### config.mk
export PLATFORM = sky130hd
export DESIGN_NAME = vst_ctrl
export DESIGN_NICKNAME = d
export VERILOG_FILES = /design/src/rtl/core/vst_pkg.sv /design/src/rtl/core/vst_ctrl.sv
export SDC_FILE = /design/constraint.sdc
export NUM_CORES = 1
export LEC_CHECK = 0
export BUFFER_PORTS_ARGS = -buffer_cell sky130_fd_sc_hd__buf_2
export CAP_MARGIN = 10
export CORE_UTILIZATION = 56
export CTS_CLUSTER_DIAMETER = 30
export DETAILED_ROUTE_END_ITERATION = 10
export PLACE_DENSITY = 0.92
export SLEW_MARGIN = 20
export SYNTH_ARGS = -nofsm -noshare
export SYNTH_HDL_FRONTEND = slang
export SYNTH_SLANG_ARGS = --single-unit
### constraint.sdc
create_clock -name clk_i -period 7.35 [get_ports clk_i]
set_input_delay 1.47 -clock clk_i [delete_from_list [all_inputs] [get_ports clk_i]]
set_output_delay 1.47 -clock clk_i [all_outputs]
set_load 0.1 [all_outputs]
### src/rtl/core/vst_pkg.sv
// Shared constants, codes and types of the visible span tracker.
`timescale 1ns / 1ps
`default_nettype none

package vst_pkg;

  // Table geometry.
  localparam int unsigned TILE_DEPTH = 256;
  localparam int unsigned ADDR_W     = $clog2(TILE_DEPTH);
  localparam int unsigned CNT_W      = ADDR_W + 1;

  // Field widths.
  localparam int unsigned LEFT_W  = 16;
  localparam int unsigned WIDTH_W = 12;
  localparam int unsigned HVW_W   = 12;
  localparam int unsigned CFG_W   = 12;
  // Window positions: a signed left edge plus up to two 12-bit offsets.
  localparam int unsigned POS_W   = 18;

  // Configuration register indexes and reset values.
  localparam logic [0:0]       CFG_HALF_VIEW  = 1'b0;
  localparam logic [0:0]       CFG_TILE_COUNT = 1'b1;
  localparam logic [HVW_W-1:0] HVW_RESET      = 12'd320;

  // Item commands; the remaining code is a no-op.
  typedef enum logic [1:0] {
    CMD_LOAD  = 2'd0,
    CMD_SCAN  = 2'd1,
    CMD_SLIDE = 2'd2
  } cmd_e;

  // Sequencer states.
  typedef enum logic [2:0] {
    ST_IDLE,
    ST_SCAN,
    ST_GROW_RD,
    ST_GROW_EV,
    ST_SHRINK_RD,
    ST_SHRINK_EV,
    ST_FINISH
  } state_e;

  // One table entry.
  typedef struct packed {
    logic signed [LEFT_W-1:0] left;
    logic [WIDTH_W-1:0]       width;
  } tile_t;

  // Access request from the sequencer to the tile memory.
  typedef struct packed {
    logic              wr_en;
    logic [ADDR_W-1:0] wr_addr;
    tile_t             wr_tile;
    logic              rd_en;
    logic [ADDR_W-1:0] rd_addr;
  } mem_req_t;

  // Result of one item.
  typedef struct packed {
    logic [ADDR_W-1:0] first;
    logic [ADDR_W-1:0] last;
    logic              empty;
  } result_t;

endpackage

`default_nettype wire

### src/rtl/core/vst_ctrl.sv
// Sequencer: loads, full scans and slide updates over the tile memory.
`timescale 1ns / 1ps
`default_nettype none

module vst_ctrl (
  input  logic                             clk_i,
  input  logic                             rst_ni,
  input  logic                             start_i,
  input  vst_pkg::cmd_e                    cmd_i,
  input  logic [vst_pkg::ADDR_W-1:0]       slot_i,
  input  vst_pkg::tile_t                   tile_i,
  input  logic                             moving_right_i,
  input  logic [vst_pkg::CNT_W-1:0]        count_i,
  input  logic                             overlap_i,
  input  logic                             out_free_i,
  output logic                             ready_o,
  output vst_pkg::mem_req_t                mem_req_o,
  output logic                             result_load_o,
  output vst_pkg::result_t                 result_o
);
  import vst_pkg::*;

  state_e            state_q, state_d;
  logic [ADDR_W-1:0] lower_q, lower_d;
  logic [ADDR_W-1:0] upper_q, upper_d;
  logic              empty_q, empty_d;
  logic              found_q, found_d;
  logic              right_q, right_d;
  logic [CNT_W-1:0]  scan_cnt_q, scan_cnt_d;
  logic              pend_q, pend_d;
  logic [ADDR_W-1:0] pend_idx_q, pend_idx_d;

  logic              scan_issue;
  logic              grow_guard;
  logic [ADDR_W-1:0] grow_addr;
  logic              shrink_guard;
  logic [ADDR_W-1:0] shrink_addr;

  // Loop conditions and the index each step examines.
  assign scan_issue   = scan_cnt_q < count_i;
  assign grow_guard   = right_q ? (({1'b0, upper_q} + CNT_W'(1)) < count_i)
                                : (lower_q != '0);
  assign grow_addr    = right_q ? upper_q + ADDR_W'(1) : lower_q - ADDR_W'(1);
  assign shrink_guard = lower_q < upper_q;
  assign shrink_addr  = right_q ? lower_q : upper_q;

  // Next state.
  always_comb begin
    state_d = state_q;
    unique case (state_q)
      ST_IDLE: begin
        if (start_i) begin
          unique case (cmd_i)
            CMD_LOAD:  state_d = ST_FINISH;
            CMD_SCAN:  state_d = ST_SCAN;
            CMD_SLIDE: state_d = empty_q ? ST_FINISH : ST_GROW_RD;
            default:   state_d = ST_FINISH;
          endcase
        end
      end
      ST_SCAN: begin
        if (!scan_issue && !pend_q) state_d = ST_FINISH;
      end
      ST_GROW_RD:   state_d = grow_guard ? ST_GROW_EV : ST_SHRINK_RD;
      ST_GROW_EV:   state_d = overlap_i ? ST_GROW_RD : ST_SHRINK_RD;
      ST_SHRINK_RD: state_d = shrink_guard ? ST_SHRINK_EV : ST_FINISH;
      ST_SHRINK_EV: state_d = overlap_i ? ST_FINISH : ST_SHRINK_RD;
      ST_FINISH: begin
        if (out_free_i) state_d = ST_IDLE;
      end
      default: state_d = ST_IDLE;
    endcase
  end

  // Outputs and datapath updates.
  always_comb begin
    lower_d       = lower_q;
    upper_d       = upper_q;
    empty_d       = empty_q;
    found_d       = found_q;
    right_d       = right_q;
    scan_cnt_d    = scan_cnt_q;
    pend_d        = 1'b0;
    pend_idx_d    = pend_idx_q;
    mem_req_o     = '0;
    result_load_o = 1'b0;
    unique case (state_q)
      ST_IDLE: begin
        if (start_i) begin
          right_d = moving_right_i;
          if (cmd_i == CMD_LOAD) begin
            mem_req_o.wr_en   = 1'b1;
            mem_req_o.wr_addr = slot_i;
            mem_req_o.wr_tile = tile_i;
          end
          if (cmd_i == CMD_SCAN) begin
            scan_cnt_d = '0;
            found_d    = 1'b0;
            lower_d    = '0;
            upper_d    = '0;
          end
        end
      end
      ST_SCAN: begin
        // Reads stream one index a cycle; each index is tested in the cycle after its read.
        mem_req_o.rd_en   = scan_issue;
        mem_req_o.rd_addr = scan_cnt_q[ADDR_W-1:0];
        scan_cnt_d        = scan_cnt_q + CNT_W'(scan_issue);
        pend_d            = scan_issue;
        pend_idx_d        = scan_cnt_q[ADDR_W-1:0];
        if (pend_q && overlap_i) begin
          if (!found_q) lower_d = pend_idx_q;
          upper_d = pend_idx_q;
          found_d = 1'b1;
        end
        if (!scan_issue && !pend_q) empty_d = !found_q;
      end
      ST_GROW_RD: begin
        mem_req_o.rd_en   = grow_guard;
        mem_req_o.rd_addr = grow_addr;
      end
      ST_GROW_EV: begin
        if (overlap_i) begin
          if (right_q) upper_d = upper_q + ADDR_W'(1);
          else         lower_d = lower_q - ADDR_W'(1);
        end
      end
      ST_SHRINK_RD: begin
        mem_req_o.rd_en   = shrink_guard;
        mem_req_o.rd_addr = shrink_addr;
      end
      ST_SHRINK_EV: begin
        if (!overlap_i) begin
          if (right_q) lower_d = lower_q + ADDR_W'(1);
          else         upper_d = upper_q - ADDR_W'(1);
        end
      end
      ST_FINISH: result_load_o = out_free_i;
      default: ;
    endcase
  end

  always_ff @(posedge clk_i or negedge rst_ni) begin
    if (!rst_ni) begin
      state_q    <= ST_IDLE;
      lower_q    <= '0;
      upper_q    <= '0;
      empty_q    <= 1'b1;
      found_q    <= 1'b0;
      right_q    <= 1'b0;
      scan_cnt_q <= '0;
      pend_q     <= 1'b0;
    end else begin
      state_q    <= state_d;
      lower_q    <= lower_d;
      upper_q    <= upper_d;
      empty_q    <= empty_d;
      found_q    <= found_d;
      right_q    <= right_d;
      scan_cnt_q <= scan_cnt_d;
      pend_q     <= pend_d;
    end
  end

  always_ff @(posedge clk_i) begin
    pend_idx_q <= pend_idx_d;
  end

  assign ready_o        = (state_q == ST_IDLE);
  assign result_o.first = lower_q;
  assign result_o.last  = upper_q;
  assign result_o.empty = empty_q;

`ifndef NO_ASSERTIONS
  // A live span never has its bounds crossed.
  a_span_order: assert property (@(posedge clk_i) disable iff (!rst_ni)
    (state_q == ST_IDLE && !empty_q) |-> (lower_q <= upper_q))
    else $error("span bounds crossed");

  // An empty view keeps both bounds at zero.
  a_empty_zero: assert property (@(posedge clk_i) disable iff (!rst_ni)
    (state_q == ST_IDLE && empty_q) |-> (lower_q == '0 && upper_q == '0))
    else $error("empty view with nonzero bounds");

  // Table writes happen only while no walk is reading the memory.
  a_write_idle: assert property (@(posedge clk_i) disable iff (!rst_ni)
    mem_req_o.wr_en |-> (state_q == ST_IDLE))
    else $error("table write during a walk");

  // The scan index never runs past the tile count.
  a_scan_range: assert property (@(posedge clk_i) disable iff (!rst_ni)
    (state_q == ST_SCAN) |-> (scan_cnt_q <= count_i))
    else $error("scan index past tile count");

  // Handing over a result always frees the sequencer.
  a_load_idle: assert property (@(posedge clk_i) disable iff (!rst_ni)
    result_load_o |=> (state_q == ST_IDLE))
    else $error("sequencer busy after result handover");
`endif

endmodule

`default_nettype wire
# Yosys cells after proc, flatten, opt, wreduce, memory -nomap -nowiden
# Cells that the tools add are included.
[classes]
addsub = 6
mul = 0
n_div = 0
magnitude_cmp = 3
eq_ne = 20
shifts = 0
n_mux = 41
n_bitwise = 0
n_reduce_logical = 17
[op_table]
columns = ["cell", "count"]
rows = [
  ["two-way mux 8 bit", 15],
  ["two-way mux 37 bit", 3],
  ["case mux 8 bit (4 select lines)", 2],
  ["case mux 9 bit (3 select lines)", 1],
  ["!= test 2 bit (second input constant)", 11],
  ["case mux 3 bit (7 select lines)", 1],
  ["less-than comparator 9 bit", 2],
  ["two-way mux 3 bit", 6],
  ["two-way mux 9 bit", 2],
  ["case mux 9 bit (2 select lines)", 1],
  ["adder 8 x 1 -> 8 bit (second input constant)", 2],
  ["subtractor 8 x 1 -> 8 bit (second input constant)", 2],
  ["adder 8 x 1 -> 9 bit (second input constant)", 1],
  ["adder 9 x 1 -> 9 bit", 1],
  ["== test 3 bit (second input constant)", 3],
  ["AND reduction 9 bit", 1],
  ["less-than comparator 8 bit", 1],
  ["AND reduction 8 bit", 1],
  ["nonzero test 8 bit", 1],
  ["== test 3 x 2 -> 1 bit (second input constant)", 2],
  ["two-way mux 1 bit", 6],
  ["case mux 3 bit (2 select lines)", 1],
  ["AND reduction 3 bit", 2],
  ["two-way mux 2 bit", 2],
  ["other kinds (13)", 17],
]
[word_totals]
ff_bits = 40
latchBits = 0
ram_bits = 0
rom_bits = 0
in_bits = 53
out_inout_bits = 65
wordCells = 96
mem_count = 0

# Depth between registers and ports, before layout
# Gate-level depths: netlist (run 1).
[depth]
depth_word = 5
mapped_depth = 13
mapped_depth_nobuf = 13

# Least setup slack after synthesis (run 1)
# OpenSTA, ideal clock, no wires.
[synth_timing]
kind = "input -> output"
start = "input count_i[4] (netlist bit)"
end = "output mem_req_o[8] (netlist bit)"
arrival_time_ns = 3.955
t_required_ns = 5.880
slack_ns = 1.925
stages = 7
n_path_buf = 0
cell_sequence = "inv_1 -> ha_1 -> a211oi_1 -> nor2_1 -> a211oi_1 -> o21ai_0 -> o221ai_1"
[synth_lines]
columns = ["item", "line_no", "text"]
rows = [
  ["from (decl)", "vst_ctrl.sv:13", "input logic [vst_pkg::CNT_W-1:0] count_i,"],
  ["to (decl)", "vst_ctrl.sv:17", "output vst_pkg::mem_req_t mem_req_o,"],
]

==> results of run 1 <==
## logic make-up (layout without fill, tap and decap cells)
group,after synthesis,after routing,synth area share (%)
adders and majority gates,30,30,10.2
and+or+nand+nor,182,182,25.1
buffers and inverters,54,151,6.46
muxes,9,9,2.48
xor gates and xnor gates,20,20,4.76
DFF,40,40,28.3
AOI/OAI and AO/OA,123,123,22.7
## flip-flops by register name, summed over array words and instances (netlist names)
register / count
right_q: 1
empty_q: 1
state_q: 3
pend_q: 1
scan_cnt_q: 9
lower_q: 8
found_q: 1
upper_q: 8
pend_idx_q: 8
## stage by stage
stage,cell area [sq um],worst slack (ns),total power [mW],hold WS [ns]
finish,4380,2.27,2.33,0.464
global route,4380,2.09,2.44,0.478
CTS,4380,2.33,2.29,0.462
detailed placement,4220,2.34,2.04,0.452
global placement,4220,2.38,2.01,0.439
floorplan,3680,1.92,1.73,0.406
## Yosys cell counts (12+ instances only)
cell type | instances | area share [%]
nand2_1 | 50 | 5.1
and2_1 | 39 | 6.6
nor2_1 | 38 | 3.9
dfrtp_1 | 31 | 21
a21oi_1 | 30 | 4.1
ha_1 | 30 | 10
o21ai_0 | 24 | 3.3
inv_1 | 21 | 2.1
buf_2 | 13 | 1.8
o21ai_1 | 12 | 1.6
o221ai_1 | 12 | 2.9
xnor2_1 | 12 | 2.9
## how the worst max path moves through the flow
stage	from	end	slack, ns	depth (start not counted)
after floorplan	count_i[4]	mem_req_o[8]	1.92	7
final	upper_q[0]	mem_req_o[8]	2.27	11
after detailed placement	count_i[1]	mem_req_o[8]	2.34	10
after global placement	count_i[1]	mem_req_o[8]	2.38	10
after global routing	upper_q[0]	mem_req_o[8]	2.09	11
after CTS	count_i[1]	mem_req_o[8]	2.33	10
## routing by layer
layer,share of wire (%),up-vias,wire length [um]
met2,47,196,5540
met3,7.1,35,834
met5,0,-,0
met4,2.7,0,318
met1,43,1858,4980
li1,-,1837,-
## cell type report
| cell class | count | area, sq um | area share (%) |
|---|---|---|---|
| Clock buffer | 5 | 68.8 | 1.57 |
| Sequential cell | 40 | 1040 | 23.8 |
| Timing Repair Buffer | 117 | 586 | 13.4 |
| Multi-Input combinational cell | 364 | 2400 | 54.8 |
| Clock inverter | 3 | 90.1 | 2.06 |
| Inverter | 26 | 97.6 | 2.23 |
| Tap cell | 77 | 96.3 | 2.20 |
## power breakdown
| part | internal, mW | switching (mW) |
|---|---|---|
| clock | 0.170 | 0.0851 |
| combinational | 0.409 | 1.14 |
| sequential | 0.300 | 0.217 |
| total | 0.879 | 1.45 |
## worst max-delay path: cells and delay by family (launching register included)
family	cells	cell delay [ns]
XOR/XNOR	1	0.23
flip-flops	1	0.64
AND/OR/NAND/NOR	3	0.72
AO/OA/AOI/OAI	4	0.62
adder cells (fa/ha/maj)	2	0.62
buffers and inverters	1	0.46
==> reports/qor.yml, run 1 <==
final_cell_count_no_fill: 632
dr.pass1.iters: 5
avgSynthCellArea_sq_um: 8.04
viasPerCell: 6.21
hold_path_end: "empty_q"
cpMaxStageDelayCell: "dfrtp_1"
fin_crit_sh_pct: 69.1
grt_max_degree: 38
rr_startpoint: "upper_q[2]"
r2r-end: "state_q[0]"
clockRootBuffer: "clkbuf_8"
gr-usage-met1_pct: 47.2
critPathCaptureType: "output port"
clock.fmax_mhz: 197
top_usage_layer: "met2"
cp_max_fo: 11
tns_ns: 0
cts_resized: 0
drc: 0
hold_class: "register to register"
row_count: 29
crit_path_start_kind: "register"
fin_crit_ns: 5.08
ios: 118
seq_area_frac_synth_pct: 28.3
finalHoldViolCount: 0
cts_tree: "done"
postCtsSetupRepairBufs: 0
cp.required_ns: 5.88
antennaDiodeCount: 0
tightest_slew_ns: 0.967
final_nets: 637
worstHoldPathCells: 1
arrival_ns: 3.61
initial_core_util_pct: 58.0
gp_congestion: 1.01
nFillCells: 544
final_cell_mix: "117 x buf_2, 50 x nand2_1, 39 x and2_1"
rsz0062_at_grt: "false"
die_x_um: 83.1
grt_pass1_wl_um: 18700
postSynthCellCount: 458
core_area_sq_um: 6350
vdd_drop_max_v: 0.000494
die_h_um: 83.1
finish.utilization_pct: 69.0
grt_pass1_vias: 3652
hpwl_um: 8840
min-delay-start: "found_q"
clkLatencyLatePin_ns: 0.31
antenna_found_initial: 0
die-area_sq_um: 6900
crit_type: "register to output port"
drv_cap: 0
synth-async-reset-ratio_pct: 80.0
ys_seq_elements: 40
yosysUniqueCellTypes: 62
syn_nets: 541
final_common_cell: "buf_2"
synth_edf_count: 8
wire_per_inst_um: 18.5
synth-main-ff-cell: "dfrtp_1"
syn_area_sq_um: 3680
drt_iter0_drc: 475
htreeDepth: 2
drv_slew: 0
cts_buffer_depth: 2
met2_usage_pct: 54.6
p_per_area_nw_per_um2: 530
antenna_left: 0
yosysWarnings: 0
r2r_slack_ns: 4.29
overflow: 0
place_inst: 624
path_cells: "ha_1, nand3_1, xnor2_1, ha_1, or4_1, a21oi_1, a2111oi_0, a311oi_2, nand3_1, o221ai_1, buf_2"
numCtsBuffers: 5
crit_path_max_incr_delay_ns: 0.64
grt_util_all_layers_pct: 33.9
area_delta_synth_final_pct: 19.0
p_leak_nw: 2.16
cts.clk_slew.worst_paths_ns: 0.09
vias: 3926
use_met3_pct: 4.47
reg2reg_depth: 10
slew-limit-headroom_pct: 35.5
status: "finished clean"
setup_viol: 0
postCtsHoldBufs: 0
io_buffer_count: 117
drive_above_1_share_pct: 25.9
clock_sinks: 40
drt_wl_total_um: 11700
finClkSkew_ns: 0.0100
Note: power is estimated with default switching activity, not from simulation.
==> inputs of run 2 (changes only) <==
Settings changed: CORE_UTILIZATION 56 to 47, PLACE_DENSITY 0.92 to 0.83.
Clock period 7.35 ns to 4.5 ns, I/O delays scaled along.
==> run 2 against run 1 <==
  * Global-route usage decreased by 4.4 points
  * First-iteration DRC count decreased by 35%
  * Combinational power increased by 71%
  * Non-clock buffer count increased by 3
  * Clock skew decreased by 0.0029 ns
  * Largest power group unchanged
  * Highest routed layer unchanged
==> reports/qor.yml, run 2 (synthesized netlist as in run 1, its figures left out) <==
status: "finished clean"
p_per_area_nw_per_um2: 844
final_common_cell: "buf_2"
drv_slew: 0
grt_pass1_wl_um: 19100
drive_above_1_share_pct: 26.7
p_int_mw: 1.29
clkLatencyLatePin_ns: 0.30
arrival_ns: 3.33
largest_register: "scan_cnt_q"
drt_iter0_drc: 307
ios: 118
fin_crit_sh_pct: 93.9
cts_buffer_depth: 2
cp.required_ns: 3.60
critPathCaptureType: "output port"
place_inst: 649
crit_family: "simple AND/OR/NAND/NOR gates"
slew-limit-headroom_pct: 39.2
overflow: 0
cts_tree: "done"
postCtsHoldBufs: 0
grt_pass1_vias: 3618
path_cells: "ha_1, nand3_1, xnor2_1, ha_1, or4_1, a21oi_1, a2111oi_1, a311oi_2, nand3_1, o221ai_2, clkbuf_4"
antennaDiodeCount: 0
drv_cap: 0
cp_max_fo: 11
clockRootBuffer: "clkbuf_8"
wire_per_inst_um: 18.4
hold_class: "register to register"
gp_congestion: 0.973
reg2reg_depth: 12
hpwl_um: 9390
die_h_um: 90.5
numCtsBuffers: 5
finClkSkew_ns: 0.00713
tightest_slew_ns: 0.905
vias: 3831
final_cell_mix: "116 x buf_2, 50 x nand2_1, 39 x and2_1"
postCtsSetupRepairBufs: 0
rsz0062_at_grt: "false"
p_leak_nw: 2.14
row_count: 31
dp_slack_ns: 0.512
p_comb_share_pct: 71.7
p_switching_mw: 2.40
core_area_sq_um: 7410
die-area_sq_um: 8190
p_total_mw: 3.69
initial_core_util_pct: 49.7
worst-path-stages: 11
final_nets: 640
drc: 0
crit_type: "register to output port"
crit_path_start_kind: "register"
die_x_um: 90.5
antenna_found_initial: 0
worstHoldPathCells: 1
viasPerCell: 5.83
drt_wl_total_um: 12100
switching_share_pct: 65.0
p_clk_share_pct: 6.7
antenna_left: 0
final_cell_count_no_fill: 657
area_delta_synth_final_pct: 18.8
cts.clk_slew.worst_paths_ns: 0.09
setup_viol: 0
seqPwrFrac_pct: 21.6
dr.pass1.iters: 5
clock.fmax_mhz: 237
grt_util_all_layers_pct: 29.5
tns_ns: 0
htreeDepth: 2
crit_path_max_incr_delay_ns: 0.58
setup_slack_ns: 0.275
fin_crit_ns: 4.23
grt_max_degree: 38
clock_sinks: 40
finalHoldViolCount: 0
cpMaxStageDelayCell: "dfrtp_1"
worst-path-buf-inv: 1
io_buffer_count: 117
largest_reg_flops: 9
vdd_drop_max_v: 0.000732
[run 2: cell types whose count changed in the layout (fill, tap and decap cells not counted), sizes merged]
cell / delta
buf: +2
bufinv: -3
clkbuf: +1
clkinv: +3
[run 2: path summary, 6_finish.rpt]
kind / start / to / slack, ns
worst max register to register: scan_cnt_q[4] / scan_cnt_q[8] / 1.61
min in group asynchronous: rst_ni / upper_q[5] / 0.68
worst min register to register: found_q / empty_q / 0.48
worst min-delay path: found_q / empty_q / 0.48
worst max-delay path: upper_q[0] / mem_req_o[8] / 0.27
max in group asynchronous: rst_ni / upper_q[2] / 3.29
[run 2: power groups by stage]
stage          clock network (mW)  logic (mW)  registers, mW
5_1_grt                     0.271        2.81          0.815
2_1_floorplan                   0        1.83           1.00
3_3_place_gp                    0        2.58          0.781
6_report                    0.248        2.65          0.797
3_5_place_dp                    0        2.60          0.791
4_1_cts                     0.249        2.61          0.783
[run 2: what timing repair did]
action / 4_1_cts / 5_1_grt
endpoints found under the setup margin: 0 / 1
gates resized for setup: 0 / 3
hold endpoints to repair: 0 / 0
[run 2: routing by layer]
metal	global-route usage, %	share of wire, %	wire length (um)
met1	40.9	44	5330
met5	0	0	0
met3	3.70	4.7	567
met2	47.2	48	5770
met4	10.3	3.3	393
[run 2: area by class of cell]
class | count | area (sq um)
Multi-Input combinational cell | 364 | 2410
Fill cell | 706 | 3040
Inverter | 26 | 97.6
Timing Repair Buffer | 120 | 611
Clock inverter | 3 | 18.8
Tap cell | 99 | 124
Clock buffer | 5 | 68.8
Sequential cell | 40 | 1040
[run 2: stage by stage]
| step | hold slack, ns | instance area (sq um) | util (%) |
|---|---|---|---|
| final | 0.475 | 4370 | 59.0 |
| after global placement | 0.444 | 4280 | 57.8 |
| after CTS | 0.481 | 4370 | 59.0 |
| after global routing | 0.508 | 4370 | 59.0 |
| after detailed placement | 0.468 | 4280 | 57.8 |
| after floorplan | 0.406 | 3690 | - |
