--- src/rtl/core/vst_pkg.sv ---
// Shared constants, codes and types of the visible span tracker.
`timescale 1ns / 1ps
`default_nettype none

package vst_pkg;

  // Table geometry.
  localparam int unsigned TILE_DEPTH = 256;
  localparam int unsigned ADDR_W     = $clog2(TILE_DEPTH);
  localparam int unsigned CNT_W      = ADDR_W + 1;

  // Field widths.
  localparam int unsigned LEFT_W  = 16;
  localparam int unsigned WIDTH_W = 12;
  localparam int unsigned HVW_W   = 12;
  localparam int unsigned CFG_W   = 12;
  // Window positions: a signed left edge plus up to two 12-bit offsets.
  localparam int unsigned POS_W   = 18;

  // Configuration register indexes and reset values.
  localparam logic [0:0]       CFG_HALF_VIEW  = 1'b0;
  localparam logic [0:0]       CFG_TILE_COUNT = 1'b1;
  localparam logic [HVW_W-1:0] HVW_RESET      = 12'd320;

  // Item commands; the remaining code is a no-op.
  typedef enum logic [1:0] {
    CMD_LOAD  = 2'd0,
    CMD_SCAN  = 2'd1,
    CMD_SLIDE = 2'd2
  } cmd_e;

  // Sequencer states.
  typedef enum logic [2:0] {
    ST_IDLE,
    ST_SCAN,
    ST_GROW_RD,
    ST_GROW_EV,
    ST_SHRINK_RD,
    ST_SHRINK_EV,
    ST_FINISH
  } state_e;

  // One table entry.
  typedef struct packed {
    logic signed [LEFT_W-1:0] left;
    logic [WIDTH_W-1:0]       width;
  } tile_t;

  // Access request from the sequencer to the tile memory.
  typedef struct packed {
    logic              wr_en;
    logic [ADDR_W-1:0] wr_addr;
    tile_t             wr_tile;
    logic              rd_en;
    logic [ADDR_W-1:0] rd_addr;
  } mem_req_t;

  // Result of one item.
  typedef struct packed {
    logic [ADDR_W-1:0] first;
    logic [ADDR_W-1:0] last;
    logic              empty;
  } result_t;

endpackage

`default_nettype wire

--- src/rtl/core/vst_window.sv ---
// View window bounds and the overlap test of one tile against them.
`timescale 1ns / 1ps
`default_nettype none

module vst_window (
  input  logic                               clk_i,
  input  logic                               capture_i,
  input  logic signed [vst_pkg::LEFT_W-1:0]  viewer_left_i,
  input  logic [vst_pkg::WIDTH_W-1:0]        viewer_width_i,
  input  logic [vst_pkg::HVW_W-1:0]          half_view_width_i,
  input  vst_pkg::tile_t                     tile_i,
  output logic                               overlap_o
);
  import vst_pkg::*;

  logic [POS_W-1:0]        centre_d;
  logic [POS_W-1:0]        centre_q;
  logic [POS_W-1:0]        hvw_ext;
  logic signed [POS_W-1:0] lo_q;
  logic signed [POS_W-1:0] hi_q;
  logic signed [POS_W-1:0] tile_l;
  logic signed [POS_W-1:0] tile_r;

  // Viewer centre: left edge plus half the width, truncated.
  assign centre_d = {{(POS_W-LEFT_W){viewer_left_i[LEFT_W-1]}}, viewer_left_i}
                  + {{(POS_W-WIDTH_W+1){1'b0}}, viewer_width_i[WIDTH_W-1:1]};
  assign hvw_ext  = {{(POS_W-HVW_W){1'b0}}, half_view_width_i};

  always_ff @(posedge clk_i) begin
    if (capture_i) begin
      centre_q <= centre_d;
    end
  end

  // Window edges follow the centre in the next cycle; both stay put while busy.
  always_ff @(posedge clk_i) begin
    lo_q <= $signed(centre_q - hvw_ext);
    hi_q <= $signed(centre_q + hvw_ext);
  end

  // A tile overlaps when its right edge passes lo and its left edge is below hi.
  assign tile_l    = $signed({{(POS_W-LEFT_W){tile_i.left[LEFT_W-1]}}, tile_i.left});
  assign tile_r    = tile_l + $signed({{(POS_W-WIDTH_W){1'b0}}, tile_i.width});
  assign overlap_o = (tile_r > lo_q) && (tile_l < hi_q);

endmodule

`default_nettype wire

--- config.mk ---
export PLATFORM = sky130hd
export DESIGN_NAME = vst_window
export DESIGN_NICKNAME = d
export VERILOG_FILES = /design/src/rtl/core/vst_pkg.sv /design/src/rtl/core/vst_window.sv
export SDC_FILE = /design/constraint.sdc
export NUM_CORES = 1
export LEC_CHECK = 0
export ABC_AREA = 1
export BUFFER_PORTS_ARGS = -buffer_cell sky130_fd_sc_hd__buf_2
export CORE_MARGIN = 4
export CORE_UTILIZATION = 59
export CTS_CLUSTER_DIAMETER = 200
export DETAILED_ROUTE_END_ITERATION = 8
export PLACE_DENSITY = 0.82
export SLEW_MARGIN = 20
export SYNTH_ARGS = -nofsm -noshare
export SYNTH_HDL_FRONTEND = slang
export SYNTH_SLANG_ARGS = --single-unit
--- constraint.sdc ---
create_clock -name clk_i -period 3.85 [get_ports clk_i]
set_input_delay 0.77 -clock clk_i [delete_from_list [all_inputs] [get_ports clk_i]]
set_output_delay 0.77 -clock clk_i [all_outputs]
set_load 0.1 [all_outputs]
Yosys cells after proc, flatten, opt, wreduce, memory -nomap -nowiden
Cells that the tools add are included.
Widths: inputs -> output; s select.
- memories: 0
- output and inout port bits: 1
- memory bits (writable): 0
- flip-flop bits (word level): 54
- ROM bits: 0
- input port bits: 70
- bits in latches: 0
- logic and storage cells: 10
- shift operators: 0
- order comparisons: 2
- reductions and logical operators: 1
- equal/unequal tests: 0
- bitwise logic cells: 0
- multiplexer cells: 0
- multipliers: 0
- div/mod/pow operators: 0
- add/subtract/negate cells: 4
- operators by type and width (kind ; number):
    $add 18x12->18 ; 1
    $gt 17x18->1 ; 1
    $lt 16x18->1 ; 1
    $sub 18x12->18 ; 1
    $add 16x12->17 ; 1
    $add 16x13->17 ; 1
    $logic_and 1x1->1 ; 1

Logic depth before layout (Yosys ltp)
Gate-level depths: netlist of run 1.
- depth after elaboration: 3
- mapped depth: 21

Least setup slack after synthesis of run 1
Ideal clock, no wire load.
- path kind: input-to-output
- from: input port tile_i[0] (netlist bit)
- to: output port overlap_o
- cell stages on the path: 21
- setup slack: -951 ps
- arrival: 4031 ps
- path buffers: 0
- path through: ha_1 inv_1 fa_1 o21ai_1 nand2_1 nand2_1 nand2_1 nor2_1 nor2_1 nand2_1 nand2_1 ha_1 nand2_1 inv_1 o21ai_0 nand2_1 a21oi_1 nand2_1 nand2_1 nand2_1 nor2_1
- cells in the longest elaborated chain, start to end: 3
- ends and longest elaborated chain (what ; RTL line ; RTL):
    start: declaration ; vst_window.sv:11 ; input vst_pkg::tile_t tile_i,
    $add 16x13->17 ; vst_window.sv:43 ; assign tile_r = tile_l + $signed({{(POS_W-WIDTH_W){1'b0}}, tile_i.width});
    $gt 17x18->1 ; vst_window.sv:44 ; assign overlap_o = (tile_r > lo_q) && (tile_l < hi_q);
    $logic_and 1x1->1 ; vst_window.sv:44 ;
    end: declaration ; vst_window.sv:12 ; output logic overlap_o
Every way passes these cells.

Worst setup path after layout of run 1
- from: input port tile_i[10] (netlist bit)
- to: output port overlap_o
Same word-level chain as after synthesis.

==> results.sh, run 1 <==
export IMPL_regToRegSetupSlack_ns=1.89
export IMPL_timing_final_crit_share=1.04
export IMPL_dieArea_um2=10300
export IMPL_power_density_nw_per_um2=394
export IMPL_whs_ns=0.542
export IMPL_cap_violations=0
export IMPL_worst_ep_required_time_ns=3.08
export IMPL_wl_per_cell_um=12.7
export IMPL_totalWireLength_um=11800
export IMPL_synth_cells=719
export IMPL_fin_skew_ns=0.0101
export IMPL_dr_pass1_iters=5
export IMPL_crit_end="overlap_o"
export IMPL_start_util=0.616
export IMPL_drive_above_1_share=0.236
export IMPL_gp_congestion=0.919
export IMPL_die_h_um=101
export IMPL_worstSetupPathType="input pin to output pin"
export IMPL_status="finished, violations left"
export IMPL_syn_nets=875
export IMPL_rows=33
export IMPL_failed_checks="negative setup slack"
export IMPL_fin_cells=927
export IMPL_cpPeakStageDelay_ns=0.35
export IMPL_area_delta_synth_final_pct=20.3
export IMPL_yosysWarningCount=0
export IMPL_ys_types=42
export IMPL_reg2reg_depth=10
export IMPL_grt_pass1_wl_um=19300
export IMPL_grt_pass1_vias=4716
export IMPL_die_w_um=101
export IMPL_nets=978
export IMPL_cts_buffers=5
export IMPL_slew_violations=0
export IMPL_crit_cells=18
export IMPL_period_minus_slack_ns=4.01
export IMPL_final_hold_viol_count=0
export IMPL_cts_sinks=52
export IMPL_synth_area_per_cell_um2=7.15
export IMPL_synth_area_leader_cell="ha_1"
export IMPL_startpoint="tile_i[10]"
export IMPL_drt_initial_drc_count=182
export IMPL_placed_cell_area_um2=5860
export IMPL_cts_max_path_buffers=2
export IMPL_diodes=0
export IMPL_stdcell_area_um2=6180
export IMPL_synth_area_leaders="ha_1, dfxtp_1, nand2_1"
export IMPL_grt_max_degree=18
export IMPL_pre_cts_slack_ns=-0.252
export IMPL_netlist_area_leader_share=0.200
export IMPL_cp_top_family="compound AO/OA/AOI/OAI gates"
export IMPL_cts_htree_levels=2
export IMPL_dp_cells=919
export IMPL_tritoncts="done"
export IMPL_critPathMaxFanout=4
export IMPL_critical_path_arrival_ns=3.24
export IMPL_track_usage=0.229
export IMPL_hp_class="register to register"
export IMPL_ant_nets=0
export IMPL_p_leak_nw=3.39
export IMPL_synth_edff_count=17
export IMPL_root_buffer="clkbuf_8"
export IMPL_r2r_start="centre_q[2]$_DFFE_PP_"
export IMPL_ir_worst_vdd_uv=212
export IMPL_portBuffers=69
export IMPL_rsz0062_at_grt="yes"
export IMPL_drc=0
export IMPL_io_pin_count=71
export IMPL_syn_area_um2=5140
export IMPL_synthArstFlopShare=0
export IMPL_critical_path_slowest_cell="ha_1"
export IMPL_hpwl_um=9670
export IMPL_setup_slack_ns=-0.159
export IMPL_vias_per_cell=5.09
export IMPL_worst_pin_slew_ns=0.451
export IMPL_crit_path_cell_trace="buf_2 -> ha_1 -> a21oi_1 -> o21ai_2 -> a21oi_1 -> nand2_1 -> xor2_1 -> ha_1 -> nand2_1 -> inv_1 -> o21ai_1 -> nand2_1 -> a21oi_2 -> nand2_2 -> nand2_2 -> nand2_2 -> nor2_4 -> buf_12"
export IMPL_core_region_area_um2=8340
export IMPL_fin_setup_tns_ns=-0.159
export IMPL_yosys_register_bits=52
export IMPL_worstPathBufferInverterCount=3
export IMPL_clk_pin_slew_ns=0.09
export IMPL_grt_antenna_before_repair=0
export IMPL_ys_seq_area_frac=0.236
export IMPL_final_setup_viol_count=1
export IMPL_r2r_end="lo_q[11]$_DFF_P_"
export IMPL_holdBufCountCts=0
export IMPL_vias=4716
export IMPL_maxSlewHeadroom=0.696
export IMPL_gr_total_overflow=0
export IMPL_synth_flop_cell="dfxtp_1"
export IMPL_crit_path_end_kind="output pin"
export IMPL_max_freq_ghz=0.249
export IMPL_clk_latency_ns=0.31
export IMPL_setup_worst_path_start_class="input pin"
-- state kept, by name (all words and copies together), names as in the netlist --
register / count
hi_q: 18
centre_q: 17
lo_q: 17
-- kinds of logic (layout without fill, tap and decap cells) --
logic type | after synthesis | in the layout | synth area share
flip-flops | 52 | 52 | 0.236
adder cells (fa/ha/maj) | 86 | 86 | 0.215
XOR/XNOR | 42 | 42 | 0.0745
AO/OA/AOI/OAI | 98 | 98 | 0.114
buffers and inverters | 136 | 239 | 0.106
AND/OR/NAND/NOR | 305 | 305 | 0.255
-- cell usage after synthesis, drive strengths merged, types with 5 or more instances --
cell and n:
nand2 196, inv 129, ha 82, a21oi 54, nor2 51, xor2 38, dfxtp 35, nand3 35
o21ai 29, edfxtp 17, nand4 8, nor3 8, buf 7, o21bai 5
-- what timing repair did --
item                                    in CTS  in global routing
resized for setup                           25                 17
setup buffers                                1                  0
pin swaps                                   20                 12
endpoints found under the setup margin       1                  1
-- worst reg2reg max path: stages (launching register included) --
cell and delay (ns):
edfxtp_1 0.42, ha_1 0.51, nand2_1 0.11, o21ai_2 0.15
nand2_1 0.07, nand2_1 0.14, nand2_1 0.09, nand2_2 0.11
nand2_1 0.10, nand3_1 0.09, nand2_1 0.07
-- report_power, final --
| group | switching (W) | leakage [nW] | internal [W] |
|---|---|---|---|
| sequential | 0.0000584 | 0.462 | 0.000724 |
| combinational | 0.000762 | 2.87 | 0.000514 |
| clock | 0.000171 | 0.0606 | 0.000203 |
-- area by class of cell --
cell class | instances | area (µm²)
clock buffer | 7 | 119
sequential | 52 | 1210
tap | 105 | 131
fill | 659 | 2160
inverter | 129 | 484
timing repair buffer | 103 | 632
multi-input combinational | 531 | 3600
-- metrics by stage --
| step | total power, W | utilization |
|---|---|---|
| final | 0.00243 | 0.741 |
| after global routing | 0.00264 | 0.741 |
| after CTS | 0.00240 | 0.731 |
| after detailed placement | 0.00200 | 0.703 |
| after global placement | 0.00195 | 0.703 |
| after floorplan | 0.00167 | - |
-- metal layers --
metal	vias up	track usage	share of wire
met4	0	0.0767	0.027
li1	2497	-	-
met2	141	0.442	0.51
met1	2046	0.256	0.42
met3	32	0.0310	0.050
met5	-	0	0
-- how the worst min path moves through the flow --
stage,from,cells after the start,to,slack (ns)
after floorplan,centre_q[16]$_DFFE_PP_,2,hi_q[16]$_DFF_P_,0.45
after global placement,centre_q[16]$_DFFE_PP_,2,hi_q[16]$_DFF_P_,0.52
after detailed placement,centre_q[16]$_DFFE_PP_,2,hi_q[16]$_DFF_P_,0.51
after CTS,centre_q[16]$_DFFE_PP_,2,hi_q[16]$_DFF_P_,0.53
after global routing,centre_q[16]$_DFFE_PP_,2,hi_q[16]$_DFF_P_,0.57
final,centre_q[16]$_DFFE_PP_,2,hi_q[16]$_DFF_P_,0.54
-- cell usage in the layout (no fill, tap or decap), types with 2 or more instances in the layout --
cell type and instances:
and2_1 2, a21oi_2 15, nand2_4 3, xor2_1 36, o21ai_4 2, nand4_1 8
clkbuf_16 2, fa_1 3, buf_2 66, nand2_1 170, inv_1 118, nand3_1 32
xnor2_1 4, a31oi_1 3, a21oi_1 38, nor3_1 5, inv_2 11, dfxtp_1 35
edfxtp_1 17, nor3_2 3, o21bai_1 5, buf_4 34, nand3_2 3, clkbuf_8 5
nor2_2 4, nor2_4 3, ha_1 76, nor2_1 44, nand2_2 23, ha_4 6
o21ai_2 3, a21o_1 3, o21ai_0 17, o21ai_1 7, xor2_2 2
(Power assumes the default switching activity.)
==> inputs of run 2 (changes only) <==
--- a/config.mk
+++ b/config.mk
@@ -10,6 +10,6 @@
 export CORE_MARGIN = 4
-export CORE_UTILIZATION = 59
+export CORE_UTILIZATION = 54
 export CTS_CLUSTER_DIAMETER = 200
 export DETAILED_ROUTE_END_ITERATION = 8
-export PLACE_DENSITY = 0.82
+export PLACE_DENSITY = 0.79
 export SLEW_MARGIN = 20
==> constraint.sdc (replaced) <==
create_clock -name clk_i -period 3.4 [get_ports clk_i]
set_input_delay 0.68 -clock clk_i [delete_from_list [all_inputs] [get_ports clk_i]]
set_output_delay 0.68 -clock clk_i [all_outputs]
set_load 0.005 [all_outputs]
==> run 2 against run 1 <==
- the run still ends with negative setup slack left
- sequential power is 13% higher
- highest routed layer unchanged
- critical endpoint unchanged
- largest cell class unchanged
- non-clock buffer count is 9 higher
- first-iteration DRC count is 8.8% higher
==> results.sh, run 2 (synthesis gave the netlist of run 1 again) <==
export IMPL_grt_antenna_before_repair=0
export IMPL_dr_pass1_iters=4
export IMPL_rsz0062_at_grt="yes"
export IMPL_worstSetupPathType="input pin to output pin"
export IMPL_dp_cells=950
export IMPL_grt_pass1_wl_um=19500
export IMPL_multi_input_area_um2=3590
export IMPL_crit_path_cell_trace="buf_2 -> ha_1 -> a21oi_2 -> buf_4 -> o21ai_0 -> a21oi_1 -> nand2_1 -> xor2_1 -> ha_1 -> nand2_1 -> inv_1 -> o21ai_1 -> nand2_1 -> a21oi_2 -> nand2_1 -> nand2_1 -> nand2_1 -> nor2_1 -> buf_2"
export IMPL_grt_max_degree=18
export IMPL_cp_top_family="adder cells"
export IMPL_cpPeakStageDelay_ns=0.35
export IMPL_cts_sinks=52
export IMPL_hp_class="register to register"
export IMPL_root_buffer="clkbuf_8"
export IMPL_pwr_share_comb=0.523
export IMPL_status="finished, violations left"
export IMPL_worstPathBufferInverterCount=4
export IMPL_rows=35
export IMPL_io_pin_count=71
export IMPL_critical_path_slowest_cell="ha_1"
export IMPL_ant_nets=0
export IMPL_nets=987
export IMPL_track_usage=0.210
export IMPL_hpwl_um=10200
export IMPL_utilization=0.675
export IMPL_gr_total_overflow=0
export IMPL_drive_above_1_share=0.237
export IMPL_worst_ep_required_time_ns=2.72
export IMPL_largest_reg_flops=18
export IMPL_setup_worst_path_start_class="input pin"
export IMPL_die_w_um=106
export IMPL_fillers=819
export IMPL_max_freq_ghz=0.270
export IMPL_area_delta_synth_final_pct=21.4
export IMPL_drt_initial_drc_count=198
export IMPL_final_hold_viol_count=0
export IMPL_vias=4726
export IMPL_maxSlewHeadroom=0.700
export IMPL_gp_congestion=0.908
export IMPL_cap_violations=0
export IMPL_portBuffers=69
export IMPL_setup_slack_ns=-0.307
export IMPL_start_util=0.556
export IMPL_stdcell_area_um2=6240
export IMPL_cts_buffers=5
export IMPL_p_sw_w=0.00110
export IMPL_tritoncts="done"
export IMPL_wl_per_cell_um=12.4
export IMPL_clk_latency_ns=0.30
export IMPL_cts_max_path_buffers=2
export IMPL_dieArea_um2=11100
export IMPL_grt_pass1_vias=4730
export IMPL_final_setup_viol_count=1
export IMPL_p_leak_nw=3.43
export IMPL_timing_final_crit_share=1.09
export IMPL_placed_cell_area_um2=5890
export IMPL_diodes=0
export IMPL_final_cell_mix="nand2_1, inv_1, ha_1"
export IMPL_failed_checks="negative setup slack"
export IMPL_totalWireLength_um=11900
export IMPL_final_common_cell="nand2_1"
export IMPL_fin_cells=961
export IMPL_die_h_um=106
export IMPL_ir_worst_vdd_uv=291
export IMPL_top_register="hi_q"
export IMPL_worst_pin_slew_ns=0.446
export IMPL_power_density_nw_per_um2=435
export IMPL_top_regs="hi_q: 18 flops, centre_q: 17 flops, lo_q: 17 flops"
export IMPL_drc=0
export IMPL_cp_common_cell="nand2_1"
export IMPL_period_minus_slack_ns=3.71
export IMPL_swShare=0.404
export IMPL_clkPwrFrac=0.150
export IMPL_critPathMaxFanout=4
export IMPL_sequentialPowerShare=0.327
export IMPL_crit_path_end_kind="output pin"
export IMPL_slew_violations=0
export IMPL_fin_skew_ns=0.00986
export IMPL_core_region_area_um2=9240
export IMPL_cts_htree_levels=2
export IMPL_seqCellArea_um2=1210
export IMPL_clk_pin_slew_ns=0.09
export IMPL_critical_path_arrival_ns=3.03
export IMPL_vias_per_cell=4.92
export IMPL_intPower_w=0.00162
export IMPL_pre_cts_slack_ns=-0.406
run 2: worst paths after layout:
check	startpoint	end	slack (ns)	cells past startpoint
worst max register to register	centre_q[2]$_DFFE_PP_	lo_q[15]$_DFF_P_	1.41	10
worst min register to register	centre_q[16]$_DFFE_PP_	hi_q[16]$_DFF_P_	0.56	2
worst max-delay path	tile_i[6]	overlap_o	-0.31	19
worst min-delay path	centre_q[16]$_DFFE_PP_	hi_q[16]$_DFF_P_	0.56	2
run 2: area by class of cell:
cell class	count	area share
Clock inverter	1	0.00140
Sequential cell	52	0.194
Multi-Input combinational cell	531	0.575
Tap cell	129	0.0259
Clock buffer	7	0.0172
Timing Repair Buffer	112	0.109
Inverter	129	0.0776
run 2: what timing repair did:
item	CTS	global route
endpoints found under the setup margin	1	1
resized for setup	14	27
gates cloned	0	0
pin swaps	14	17
setup buffers	2	1
hold buffers	0	0
run 2: worst register-to-register path, cell delays in order, from the launching register on:
cell and delay [ns]:
edfxtp_1 0.41, ha_1 0.50, nand2_1 0.11, o21ai_2 0.18
nand2_1 0.08, nand2_1 0.15, nand2_1 0.09, nand2_2 0.11
nand2_1 0.08, nand3_1 0.10, nand2_1 0.07
run 2: through the flow:
step | hold WS, ns | setup TNS, ns | total power, W
2_1_floorplan | 0.455 | 0 | 0.00185
3_3_place_gp | 0.523 | -0.351 | 0.00219
6_report | 0.560 | -0.307 | 0.00271
5_1_grt | 0.567 | -0.453 | 0.00296
3_5_place_dp | 0.530 | -0.406 | 0.00224
4_1_cts | 0.544 | -0.303 | 0.00267
run 2: power groups by stage:
stage / Combinational (W) / Clock [W] / Sequential (W)
3_5_place_dp: 0.00134 / 0 / 0.000903
5_1_grt: 0.00161 / 0.000437 / 0.000908
4_1_cts: 0.00137 / 0.000417 / 0.000888
2_1_floorplan: 0.000974 / 0 / 0.000874
3_3_place_gp: 0.00129 / 0 / 0.000898
6_report: 0.00142 / 0.000408 / 0.000888
run 2: metal layers:
metal	wire [µm]	track usage	vias up
met5	0	0	-
met3	587	0.0361	25
met2	5890	0.395	108
met1	4990	0.233	2085
met4	414	0.0851	0
li1	-	-	2508
==> inputs of run 3 (changes only) <==
MAX_ROUTING_LAYER = met4   (was default)
==> run 3 against run 2 <==
- the run still ends with negative setup slack left
- first-iteration DRC count shrank 16%
- highest routed layer unchanged
- wire length grew 1.9%
- setup slack gained 0.032 ns
- non-clock buffer count is the same
- critical path type unchanged
==> results.sh, run 3 (synthesis gave the netlist of run 1 again) <==
export IMPL_status="finished, violations left"
export IMPL_failed_checks="negative setup slack"
export IMPL_clk_latency_ns=0.30
export IMPL_r2r_end="lo_q[10]$_DFF_P_"
export IMPL_setup_worst_path_start_class="input pin"
export IMPL_hpwl_um=10200
export IMPL_core_region_area_um2=9240
export IMPL_clk_pin_slew_ns=0.09
export IMPL_cts_htree_levels=2
export IMPL_io_pin_count=71
export IMPL_totalWireLength_um=12100
export IMPL_worstSetupPathType="input pin to output pin"
export IMPL_final_cell_mix="nand2_1, inv_1, ha_1"
export IMPL_hold_start="centre_q[16]$_DFFE_PP_"
export IMPL_cts_sinks=52
export IMPL_cap_violations=0
export IMPL_cts_buffers=5
export IMPL_diodes=0
export IMPL_top_register="hi_q"
export IMPL_gr_usage_met1=0.248
export IMPL_ir_worst_vdd_uv=202
export IMPL_cts_max_path_buffers=2
export IMPL_worst_ep_required_time_ns=2.72
export IMPL_tritoncts="done"
export IMPL_root_buffer="clkbuf_8"
export IMPL_p_leak_nw=3.41
export IMPL_crit_path_end_kind="output pin"
export IMPL_met2_usage=0.415
export IMPL_die_h_um=106
export IMPL_rows=35
export IMPL_track_usage=0.224
export IMPL_r2r_start="centre_q[0]$_DFFE_PP_"
export IMPL_ant_nets=0
export IMPL_gr_total_overflow=0
export IMPL_holdBufCountCts=0
export IMPL_dieArea_um2=11100
export IMPL_timing_final_crit_share=1.08
export IMPL_vias_per_cell=5.06
export IMPL_setup_slack_ns=-0.276
export IMPL_final_common_cell="nand2_1"
export IMPL_start_util=0.556
export IMPL_fin_setup_tns_ns=-0.276
export IMPL_fin_skew_ns=0.00584
export IMPL_whs_ns=0.545
export IMPL_power_density_nw_per_um2=426
export IMPL_final_setup_viol_count=1
export IMPL_nets=987
export IMPL_area_delta_synth_final_pct=21.3
export IMPL_grt_pass1_wl_um=20200
export IMPL_portBuffers=69
export IMPL_grt_antenna_before_repair=0
export IMPL_min_path_cells=2
export IMPL_dr_pass1_iters=4
export IMPL_period_minus_slack_ns=3.68
export IMPL_hp_class="register to register"
export IMPL_drc=0
export IMPL_drive_above_1_share=0.238
export IMPL_die_w_um=106
export IMPL_grt_pass1_vias=4709
export IMPL_gp_congestion=0.947
export IMPL_top_regs="hi_q: 18 flops, centre_q: 17 flops, lo_q: 17 flops"
export IMPL_reg2reg_depth=11
export IMPL_use_met3=0.0257
export IMPL_worst_pin_slew_ns=0.468
export IMPL_vias=4859
export IMPL_slew_violations=0
export IMPL_regToRegSetupSlack_ns=1.43
export IMPL_hold_end="lo_q[16]$_DFF_P_"
export IMPL_top_usage_layer="met2"
export IMPL_maxSlewHeadroom=0.685
export IMPL_fillers=828
export IMPL_max_freq_ghz=0.272
export IMPL_grt_max_degree=18
export IMPL_wl_per_cell_um=12.6
export IMPL_largest_reg_flops=18
export IMPL_critPathMaxFanout=4
export IMPL_final_hold_viol_count=0
export IMPL_rsz0062_at_grt="yes"
export IMPL_drt_initial_drc_count=167
export IMPL_critical_path_arrival_ns=3.00
==> run 3: per-layer routing <==
metal / share of wire / vias to the layer above
li1: - / 2520
met1: 0.43 / 2190
met2: 0.50 / 121
met3: 0.037 / 28
met4: 0.032 / 0
met5: 0 / -
==> run 3: repair_timing <==
action,CTS,global route
pin swaps,14,16
resized for setup,15,30
setup buffers,2,1
cloned,0,0
endpoints found under the setup margin,1,1
==> run 3: worst max-delay path, cell delays in order <==
cell	delay, ns
buf_6	0.07
ha_4	0.12
inv_2	0.03
fa_2	0.36
o21ai_4	0.17
nand4_1	0.16
nand3_2	0.17
xor2_1	0.18
ha_1	0.25
nand2_1	0.07
inv_1	0.04
o21ai_1	0.08
nand2_1	0.08
a21oi_2	0.14
nand2_1	0.07
nand2_1	0.06
nand2_1	0.05
nor2_1	0.08
buf_2	0.12
==> run 3: how the worst max path moves through the flow <==
stage          slack, ns         to  startpoint
4_1_cts            -0.32  overlap_o   tile_i[0]
5_1_grt            -0.44  overlap_o  tile_i[14]
2_1_floorplan       0.04  overlap_o   tile_i[0]
3_5_place_dp       -0.42  overlap_o  tile_i[12]
3_3_place_gp       -0.36  overlap_o  tile_i[12]
6_report           -0.28  overlap_o   tile_i[0]
==> run 3: metrics by stage <==
stage | util | worst slack, ns | cells | cell area, µm² | power (W)
detailed placement | 0.638 | -0.417 | 950 | 5890 | 0.00225
global route | 0.674 | -0.439 | 961 | 6230 | 0.00291
floorplan | - | 0.0404 | 719 | 5140 | 0.00185
CTS | 0.657 | -0.317 | 960 | 6070 | 0.00262
global placement | 0.638 | -0.358 | 950 | 5890 | 0.00219
finish | 0.674 | -0.276 | 961 | 6230 | 0.00266
==> run 3: area by class of cell <==
| type | count | area (µm²) | area share |
|---|---|---|---|
| Clock buffer | 6 | 72.6 | 0.0116 |
| Clock inverter | 2 | 15.0 | 0.00241 |
| Inverter | 129 | 484 | 0.0777 |
| Multi-Input combinational cell | 531 | 3600 | 0.578 |
| Sequential cell | 52 | 1210 | 0.194 |
| Tap cell | 129 | 161 | 0.0259 |
| Timing Repair Buffer | 112 | 684 | 0.110 |
==> run 3: report_power, final <==
part           leakage (nW)  internal (W)  switching [W]
combinational          2.91      0.000594       0.000841
clock                0.0457      0.000147       0.000192
sequential            0.462      0.000820      0.0000637
